## src/design/text_console_writer_macros.svh

```systemverilog
// assertion macros shared by the text console writer
`ifndef TEXT_CONSOLE_WRITER_MACROS_SVH
`define TEXT_CONSOLE_WRITER_MACROS_SVH

// same-cycle implication, disabled during reset
`define TCW_ASSERT_NOW(label, clk, rst_n, ante, cons) \
    label: assert property (@(posedge clk) disable iff (!(rst_n)) (ante) |-> (cons)) \
        else $error("tcw same-cycle check failed");

// next-cycle implication, disabled during reset
`define TCW_ASSERT_NEXT(label, clk, rst_n, ante, cons) \
    label: assert property (@(posedge clk) disable iff (!(rst_n)) (ante) |=> (cons)) \
        else $error("tcw next-cycle check failed");

`endif

```

## src/design/tcw_pkg.sv

```systemverilog
// package: types, codes and constants of the text console writer
package tcw_pkg;

    localparam int COLUMNS_DEF = 80;
    localparam int ROWS_DEF    = 25;

    localparam int ACTION_W  = 3;
    localparam int CHAR_W    = 8;
    localparam int COLOR_W   = 8;
    localparam int COLUMN_W  = 7;
    localparam int ROW_W     = 5;
    localparam int CELL_W    = 16;
    localparam int ADDRESS_W = 11;

    localparam logic [ACTION_W-1:0] ACT_PUT_CURSOR = 3'd0;
    localparam logic [ACTION_W-1:0] ACT_PUT_AT     = 3'd1;
    localparam logic [ACTION_W-1:0] ACT_SET_CURSOR = 3'd2;
    localparam logic [ACTION_W-1:0] ACT_CLEAR      = 3'd3;
    localparam logic [ACTION_W-1:0] ACT_READ       = 3'd4;

    localparam logic [CHAR_W-1:0]  CH_NEWLINE   = 8'h0A;
    localparam logic [CHAR_W-1:0]  CH_BACKSPACE = 8'h08;
    localparam logic [CHAR_W-1:0]  CH_SPACE     = 8'h20;
    localparam logic [COLOR_W-1:0] BLANK_ATTR   = 8'h07;

    typedef enum logic [1:0] {
        SW_NONE,
        SW_COPY,
        SW_FILL,
        SW_CLEAR
    } t_sweep_op;

    typedef struct packed {
        logic      load;
        logic      exec;
        t_sweep_op op;
        logic      push;
    } t_tcw_cmd;

    typedef struct packed {
        logic out_free;
        logic is_clear;
        logic need_scroll;
        logic copy_last;
        logic fill_last;
        logic clear_last;
    } t_tcw_status;

endpackage

```

## src/design/tcw_ctrl.sv

```systemverilog
// controller state machine: sequences execute, scroll, clear and result push
module tcw_ctrl import tcw_pkg::*; (
    input  logic        i_clk,
    input  logic        i_rst_n,
    input  logic        i_valid,
    input  t_tcw_status i_status,
    output logic        o_ready,
    output t_tcw_cmd    o_cmd
);

    typedef enum logic [2:0] {
        S_IDLE,
        S_EXEC,
        S_COPY,
        S_FILL,
        S_CLEAR,
        S_FINISH
    } t_state;

    t_state r_state;
    t_state n_state;
    logic   r_ready;
    logic   n_ready;

    always_comb begin
        n_state = r_state;
        o_cmd   = '{load: 1'b0, exec: 1'b0, op: SW_NONE, push: 1'b0};
        unique case (r_state)
            S_IDLE: begin
                if (i_valid && r_ready) begin
                    o_cmd.load = 1'b1;
                    n_state    = S_EXEC;
                end
            end
            S_EXEC: begin
                o_cmd.exec = 1'b1;
                if (i_status.is_clear) begin
                    n_state = S_CLEAR;
                end else if (i_status.need_scroll) begin
                    n_state = S_COPY;
                end else if (i_status.out_free) begin
                    o_cmd.push = 1'b1;
                    n_state    = S_IDLE;
                end else begin
                    n_state = S_FINISH;
                end
            end
            S_COPY: begin
                o_cmd.op = SW_COPY;
                if (i_status.copy_last) n_state = S_FILL;
            end
            S_FILL: begin
                o_cmd.op = SW_FILL;
                if (i_status.fill_last) n_state = S_FINISH;
            end
            S_CLEAR: begin
                o_cmd.op = SW_CLEAR;
                if (i_status.clear_last) n_state = S_FINISH;
            end
            S_FINISH: begin
                if (i_status.out_free) begin
                    o_cmd.push = 1'b1;
                    n_state    = S_IDLE;
                end
            end
            default: n_state = S_IDLE;
        endcase
        n_ready = (n_state == S_IDLE);
    end

    always_ff @(posedge i_clk) begin
        if (!i_rst_n) begin
            r_state <= S_IDLE;
            r_ready <= 1'b0;
        end else begin
            r_state <= n_state;
            r_ready <= n_ready;
        end
    end

    assign o_ready = r_ready && (r_state == S_IDLE);

endmodule

```

## config.mk

```make
export PLATFORM = sky130hd
export DESIGN_NAME = tcw_ctrl
export DESIGN_NICKNAME = d
export VERILOG_FILES = /design/src/design/text_console_writer_macros.svh /design/src/design/tcw_pkg.sv /design/src/design/tcw_ctrl.sv
export SDC_FILE = /design/constraint.sdc
export NUM_CORES = 1
export LEC_CHECK = 0
export BUFFER_PORTS_ARGS = -buffer_cell sky130_fd_sc_hd__buf_4
export CORE_AREA = 2 2 39 41
export CTS_CLUSTER_DIAMETER = 200
export DETAILED_ROUTE_END_ITERATION = 12
export DIE_AREA = 0 0 41 43
export GPL_ROUTABILITY_DRIVEN = 0
export PLACE_DENSITY = 0.42
export SETUP_SLACK_MARGIN = 0.4
export SLEW_MARGIN = 20
export SYNTH_ARGS = -nofsm -noshare
export SYNTH_HDL_FRONTEND = slang
export SYNTH_SLANG_ARGS = --single-unit
export TNS_END_PERCENT = 100
```

## constraint.sdc

```tcl
create_clock -name i_clk -period 2.6 [get_ports i_clk]
set_clock_uncertainty 0.2 [all_clocks]
set_input_delay 0.65 -clock i_clk [delete_from_list [all_inputs] [get_ports i_clk]]
set_output_delay 0.65 -clock i_clk [all_outputs]
set_load 0.05 [all_outputs]
```

==> flow_metrics.py, run 1 <==
metrics = {
    "route": {
        "drt_pre_antenna_iters": 1,
        "drc_errors": 0,
        "initialDrtViolationCount": 0,
        "antenna_left": 0,
        "detailroute.via_count": 329,
        "postRouteWirelength_um": 759,
        "drt-vias-per-instance": 4.70,
        "detail_route.wl_per_cell_um": 10.8,
    },
    "sta": {
        "drv_slew": 0,
        "fin_crit_sh_pct": 85.7,
        "post-route-min-period_ns": 2.23,
        "fin_tns_setup_ns": 0,
        "fin_ws_ns": 0.371,
        "final_hold_viol_count": 0,
        "finalSetupViolCount": 0,
        "worstMarginPinSlew_ns": 0.261,
        "maxSlewHeadroom_pct": 82.4,
        "max_freq_ghz": 0.449,
        "rsz0062_at_grt": "true",
    },
    "power_and_ir_drop": {
        "pwr_density_cell_mw_per_mm2": 532,
        "ir_worst_vdd_mv": 0.190,
        "power.leakage_nw": 0.214,
    },
    "synth": {
        "synth_top_cells_by_count": "nor2_1, dfxtp_1",
        "synth_sequential_area_ratio_pct": 26.8,
        "yosys_warnings": 0,
        "synth_most_common_cell": "nor2_1",
        "synth_top_area_share_pct": 26.8,
        "synth_fp_nets": 48,
        "synthesis.instances": 39,
        "synth_area_per_cell_um2": 7.67,
        "post-synth-top-area-cell": "dfxtp_1",
        "synth.area.top_cells": "dfxtp_1, nor2_1, or2b_1",
        "number_of_flops_mapped_to_enable_cells_by_yosys": 0,
        "synthArstFlopShare_pct": 0,
        "synth.cell_area_um2": 299,
        "synth.lib_cells_used.distinct": 19,
        "ys_seq_elements": 4,
        "synth_flop_cell": "dfxtp_1",
    },
    "clock_network": {
        "cts.reportedPaths.clkPinSlew_ns": 0.03,
        "clock_sink_count": 4,
        "number_of_clock_buffers_inserted_by_tritoncts": 3,
        "clock_tree_from_tritoncts": "built",
        "insertion_delay_ns": 0.23,
        "cts_max_level": 1,
        "post_cts_hold_buffer_count": 0,
        "clockBufferDepth": 2,
        "ctsRootBufferMaster": "clkbuf_4",
    },
    "critical_path": {
        "critical_path.max_fanout": 3,
        "timing.critical_path.to_type": "primary output",
        "startpoint_type": "input pin",
        "timing.reg2reg.worst_path_depth": 4,
        "cp_data_required_time_ns": 1.75,
        "crit_type": "in2out",
        "worstReg2RegStart": "r_state[0]$_SDFF_PN0_",
        "reg2reg_slack_ns": 1.12,
        "arrival_ns": 1.38,
        "crit-reg2reg-capture": "r_ready$_SDFF_PN0_",
    },
    "outcome": {
        "status": "finished clean",
    },
    "global_routing": {
        "globalRouteOverflowTotal": 0,
        "grt_max_degree": 13,
        "number_of_antenna_violations_at_the_first_check_in_global_routing": 0,
        "global_route_wire_length_before_repair_mm": 1.26,
        "grt_pass1_vias": 324,
        "grt_util_all_layers_pct": 11.0,
    },
    "run": {
        "max_cap_viol_count": 0,
    },
    "hold_path": {
        "worst_hold_path.num_cells": 3,
        "min_from": "r_state[2]$_SDFF_PN0_",
        "hold_class": "reg2reg",
        "timing.hold.worst_endpoint": "r_state[1]$_SDFF_PN0_",
    },
    "cells_and_area": {
        "multi_input_comb_area_um2": 254,
        "nNetsFinal": 65,
        "fill_cells": 165,
        "flow.area_growth_from_synthesis_pct": 67.8,
        "n_antenna_cell": 0,
        "drive_gt1_share_pct": 51.9,
        "reg_area_um2": 88.8,
    },
    "floorplanning": {
        "fp.coreArea_mm2": 0.00138,
        "die_area_mm2": 0.00176,
        "fp-row-count": 14,
        "die_h_um": 43,
        "pin_count": 15,
        "die_width_um": 41,
        "starting_density_pct": 21.6,
    },
    "placement": {
        "io_buffers": 14,
        "post-dp-hpwl_um": 629,
        "dp_worst_setup_slack_ns": 0.295,
    },
}
[cells by family after synthesis]
| group | share of synthesized area (%) |
|---|---|
| and+or+nand+nor | 52.7 |
| AOI/OAI and AO/OA | 14.2 |
| DFF | 26.8 |
| buffers and inverters | 6.27 |
[power breakdown]
part | internal [W] | total (W) | leakage (nW) | switching (W)
clock network | 0.0000515 | 0.0000753 | 0.0138 | 0.0000238
registers | 0.0000680 | 0.0000800 | 0.0348 | 0.0000120
logic | 0.0000500 | 0.000112 | 0.165 | 0.0000617
total | 0.000170 | 0.000267 | 0.214 | 0.0000974
[timing repair]
item | CTS | global route
endpoints found under the setup margin | 4 | 3
resized for setup | 6 | 2
gates cloned | 0 | 0
setup buffers | 0 | 0
pin swaps | 3 | 0
[how the worst max path moves through the flow]
stage | start | end | cells after the start
after floorplan | i_status[4] | o_cmd[0] | 3
after global placement | i_status[4] | o_cmd[0] | 5
after detailed placement | i_status[4] | o_cmd[0] | 5
after CTS | i_status[4] | o_cmd[0] | 5
after global routing | i_status[4] | o_cmd[0] | 5
final | i_status[4] | o_cmd[0] | 5
[registers in the layout (all words and copies together) (netlist names)]
register  flops
r_ready       1
r_state       3
[through the flow]
stage	utilization (%)	cells	area, µm²	total power (W)	hold WS (ns)
detailed placement	33.1	67	458	0.000193	0.581
floorplan	-	39	348	0.000161	0.473
global placement	33.1	67	458	0.000191	0.568
global route	36.3	70	502	0.000282	0.484
finish	36.3	70	502	0.000267	0.452
CTS	35.9	70	497	0.000274	0.469
[layout by cell type, fill, tap and decap left out, types with 2 or more instances in the layout]
cell type / n
or2b_1: 3
buf_6: 2
a31oi_1: 2
buf_4: 12
a21oi_1: 2
clkbuf_4: 3
nor2_1: 6
nand2b_1: 3
o21ai_0: 2
nor2_4: 2
dfxtp_4: 2
[critical path, cell delays in order]
cell	delay, ns
buf_4	0.13
nor2_4	0.11
nor2_4	0.04
nor4bb_4	0.26
buf_6	0.19
[metal layers]
metal,global-route usage (%),part of all wire (%),vias up
li1,-,-,167
met1,11.3,37,148
met2,16.9,53,10
met3,1.57,6.5,4
met4,12.0,3.6,0
met5,0,0,-
[final cells by class]
cell class / instances / area share [%]
Multi-Input combinational cell: 32 / 50.6
Inverter: 1 / 0.748
Sequential cell: 4 / 17.7
Clock buffer: 3 / 4.49
Tap cell: 16 / 3.99
Timing Repair Buffer: 14 / 22.4
No activity file was read; power rests on OpenSTA's default activity.
==> inputs of run 2 (changes only) <==
clock period = 2.49 ns   (was 2.6 ns; I/O delays follow)
==> run 2 against run 1 <==
  * Utilization grew 2.4 points
  * Total power increased by 7.6%
  * Count of clock-buffer cells in the layout did not move
  * Combinational power increased by 13%
==> flow_metrics.py, run 2 (synthesis results as in run 1) <==
metrics = {
    "run": {
        "max_cap_viol_count": 0,
    },
    "route": {
        "drt-vias-per-instance": 4.57,
        "detailroute.via_count": 329,
        "drc_errors": 0,
        "initialDrtViolationCount": 5,
        "antenna_left": 0,
        "detail_route.wl_per_cell_um": 10.6,
        "postRouteWirelength_um": 765,
        "drt_pre_antenna_iters": 2,
    },
    "floorplanning": {
        "fp-row-count": 14,
        "fp.coreArea_mm2": 0.00138,
        "die_area_mm2": 0.00176,
        "starting_density_pct": 21.6,
        "die_width_um": 41,
        "pin_count": 15,
        "die_h_um": 43,
    },
    "sta": {
        "fin_crit_sh_pct": 87.6,
        "fin_tns_setup_ns": 0,
        "worstMarginPinSlew_ns": 0.272,
        "finalSetupViolCount": 0,
        "max_freq_ghz": 0.458,
        "maxSlewHeadroom_pct": 81.9,
        "drv_slew": 0,
        "rsz0062_at_grt": "true",
        "post-route-min-period_ns": 2.18,
        "final_hold_viol_count": 0,
        "fin_ws_ns": 0.308,
    },
    "cells_and_area": {
        "n_antenna_cell": 0,
        "largest-register": "r_state",
        "flip_flop_count_of_the_largest_register_after_layout": 3,
        "final_cells": 72,
        "fill_cells": 156,
        "flow.area_growth_from_synthesis_pct": 78.7,
        "layout_common_cells": "buf_4, nor2_1, buf_6",
        "reg_top3": "r_state x3, r_ready x1",
        "most_frequent_standard_cell_in_the_layout_excluding_fill_and_tap_cells": "buf_4",
        "nNetsFinal": 67,
        "drive_gt1_share_pct": 53.6,
    },
    "clock_network": {
        "clock_tree_from_tritoncts": "built",
        "insertion_delay_ns": 0.23,
        "clockBufferDepth": 2,
        "post_cts_hold_buffer_count": 0,
        "ctsRootBufferMaster": "clkbuf_4",
        "clock_sink_count": 4,
        "cts.reportedPaths.clkPinSlew_ns": 0.03,
        "cts_max_level": 1,
        "number_of_clock_buffers_inserted_by_tritoncts": 3,
    },
    "placement": {
        "post-dp-hpwl_um": 601,
        "io_buffers": 14,
        "placed_cells": 67,
        "dp_worst_setup_slack_ns": 0.217,
    },
    "power_and_ir_drop": {
        "pwr_density_cell_mw_per_mm2": 538,
        "ir_worst_vdd_mv": 0.213,
        "post-layout-total-power_w": 0.000287,
        "power.leakage_nw": 0.229,
    },
    "critical_path": {
        "crit_type": "in2out",
        "critical_path.max_fanout": 3,
        "cp_slowest_cell": "nor4bb_4",
        "startpoint_type": "input pin",
        "crit_chain": "buf_6 > nor2_4 > nor2_4 > nor4bb_4 > buf_6",
        "timing.reg2reg.worst_path_depth": 5,
        "timing.critical_path.to_type": "primary output",
        "arrival_ns": 1.36,
        "cp_data_required_time_ns": 1.67,
        "slowest_delay_ns": 0.27,
    },
    "global_routing": {
        "global_route_wire_length_before_repair_mm": 1.15,
        "grt_pass1_vias": 299,
        "grt_util_all_layers_pct": 9.83,
        "globalRouteOverflowTotal": 0,
        "number_of_antenna_violations_at_the_first_check_in_global_routing": 0,
        "grt_max_degree": 13,
    },
    "hold_path": {
        "hold_class": "reg2reg",
        "worst_hold_path.num_cells": 3,
    },
    "outcome": {
        "status": "finished clean",
    },
}
-- run 2: cell types whose count changed in the layout (fill, tap and decap cells not counted) --
cell,previous run,this run
buf_6,2,4
buf_4,12,11
dfxtp_2,1,0
buf_8,0,1
dfxtp_4,2,3
-- run 2: layout make-up --
type                            count  area [µm²]  share of cell area, %
Timing Repair Buffer               16         143                   26.7
Inverter                            1        3.75                  0.703
Sequential cell                     4        91.3                   17.1
Tap cell                           16        20.0                   3.75
Multi-Input combinational cell     32         254                   47.5
Clock buffer                        3        22.5                   4.22
-- run 2: stage by stage --
| step | util (%) | cell area, µm² | hold slack, ns |
|---|---|---|---|
| after floorplan | - | 340 | 0.457 |
| after global placement | 32.5 | 450 | 0.550 |
| after detailed placement | 32.5 | 450 | 0.551 |
| after CTS | 38.2 | 528 | 0.440 |
| after global routing | 38.6 | 534 | 0.463 |
| final | 38.6 | 534 | 0.435 |
-- run 2: power breakdown --
part | internal [W] | total, W | switching [W]
combinational | 0.0000602 | 0.000127 | 0.0000667
clock | 0.0000537 | 0.0000773 | 0.0000236
sequential | 0.0000709 | 0.0000832 | 0.0000122
-- run 2: path summary, 6_finish.rpt --
kind / startpoint / to / slack, ns
min reg2reg: r_state[2]$_SDFF_PN0_ / r_state[1]$_SDFF_PN0_ / 0.44
min: r_state[2]$_SDFF_PN0_ / r_state[1]$_SDFF_PN0_ / 0.44
max: i_status[3] / o_cmd[0] / 0.31
max reg2reg: r_state[1]$_SDFF_PN0_ / r_ready$_SDFF_PN0_ / 0.91
-- run 2: per-layer routing --
metal / routed length [µm] / vias to the layer above / GRT usage [%] / share of wire (%)
met3: 44 / 0 / 1.57 / 5.8
met4: 0 / 0 / 8.00 / 0
li1: - / 170 / - / -
met2: 413 / 8 / 14.7 / 54
met5: 0 / - / 0 / 0
met1: 307 / 151 / 11.5 / 40
-- run 2: critical path: cells and delay by family --
family        cells  cell delay [ns]
simple gates      3             0.45
buf+inv           2             0.29
-- run 2: repair_timing --
item | 4_1_cts | 5_1_grt
setup endpoints to repair | 6 | 4
pin swaps | 4 | 1
setup buffers | 2 | 0
gates resized for setup | 13 | 2
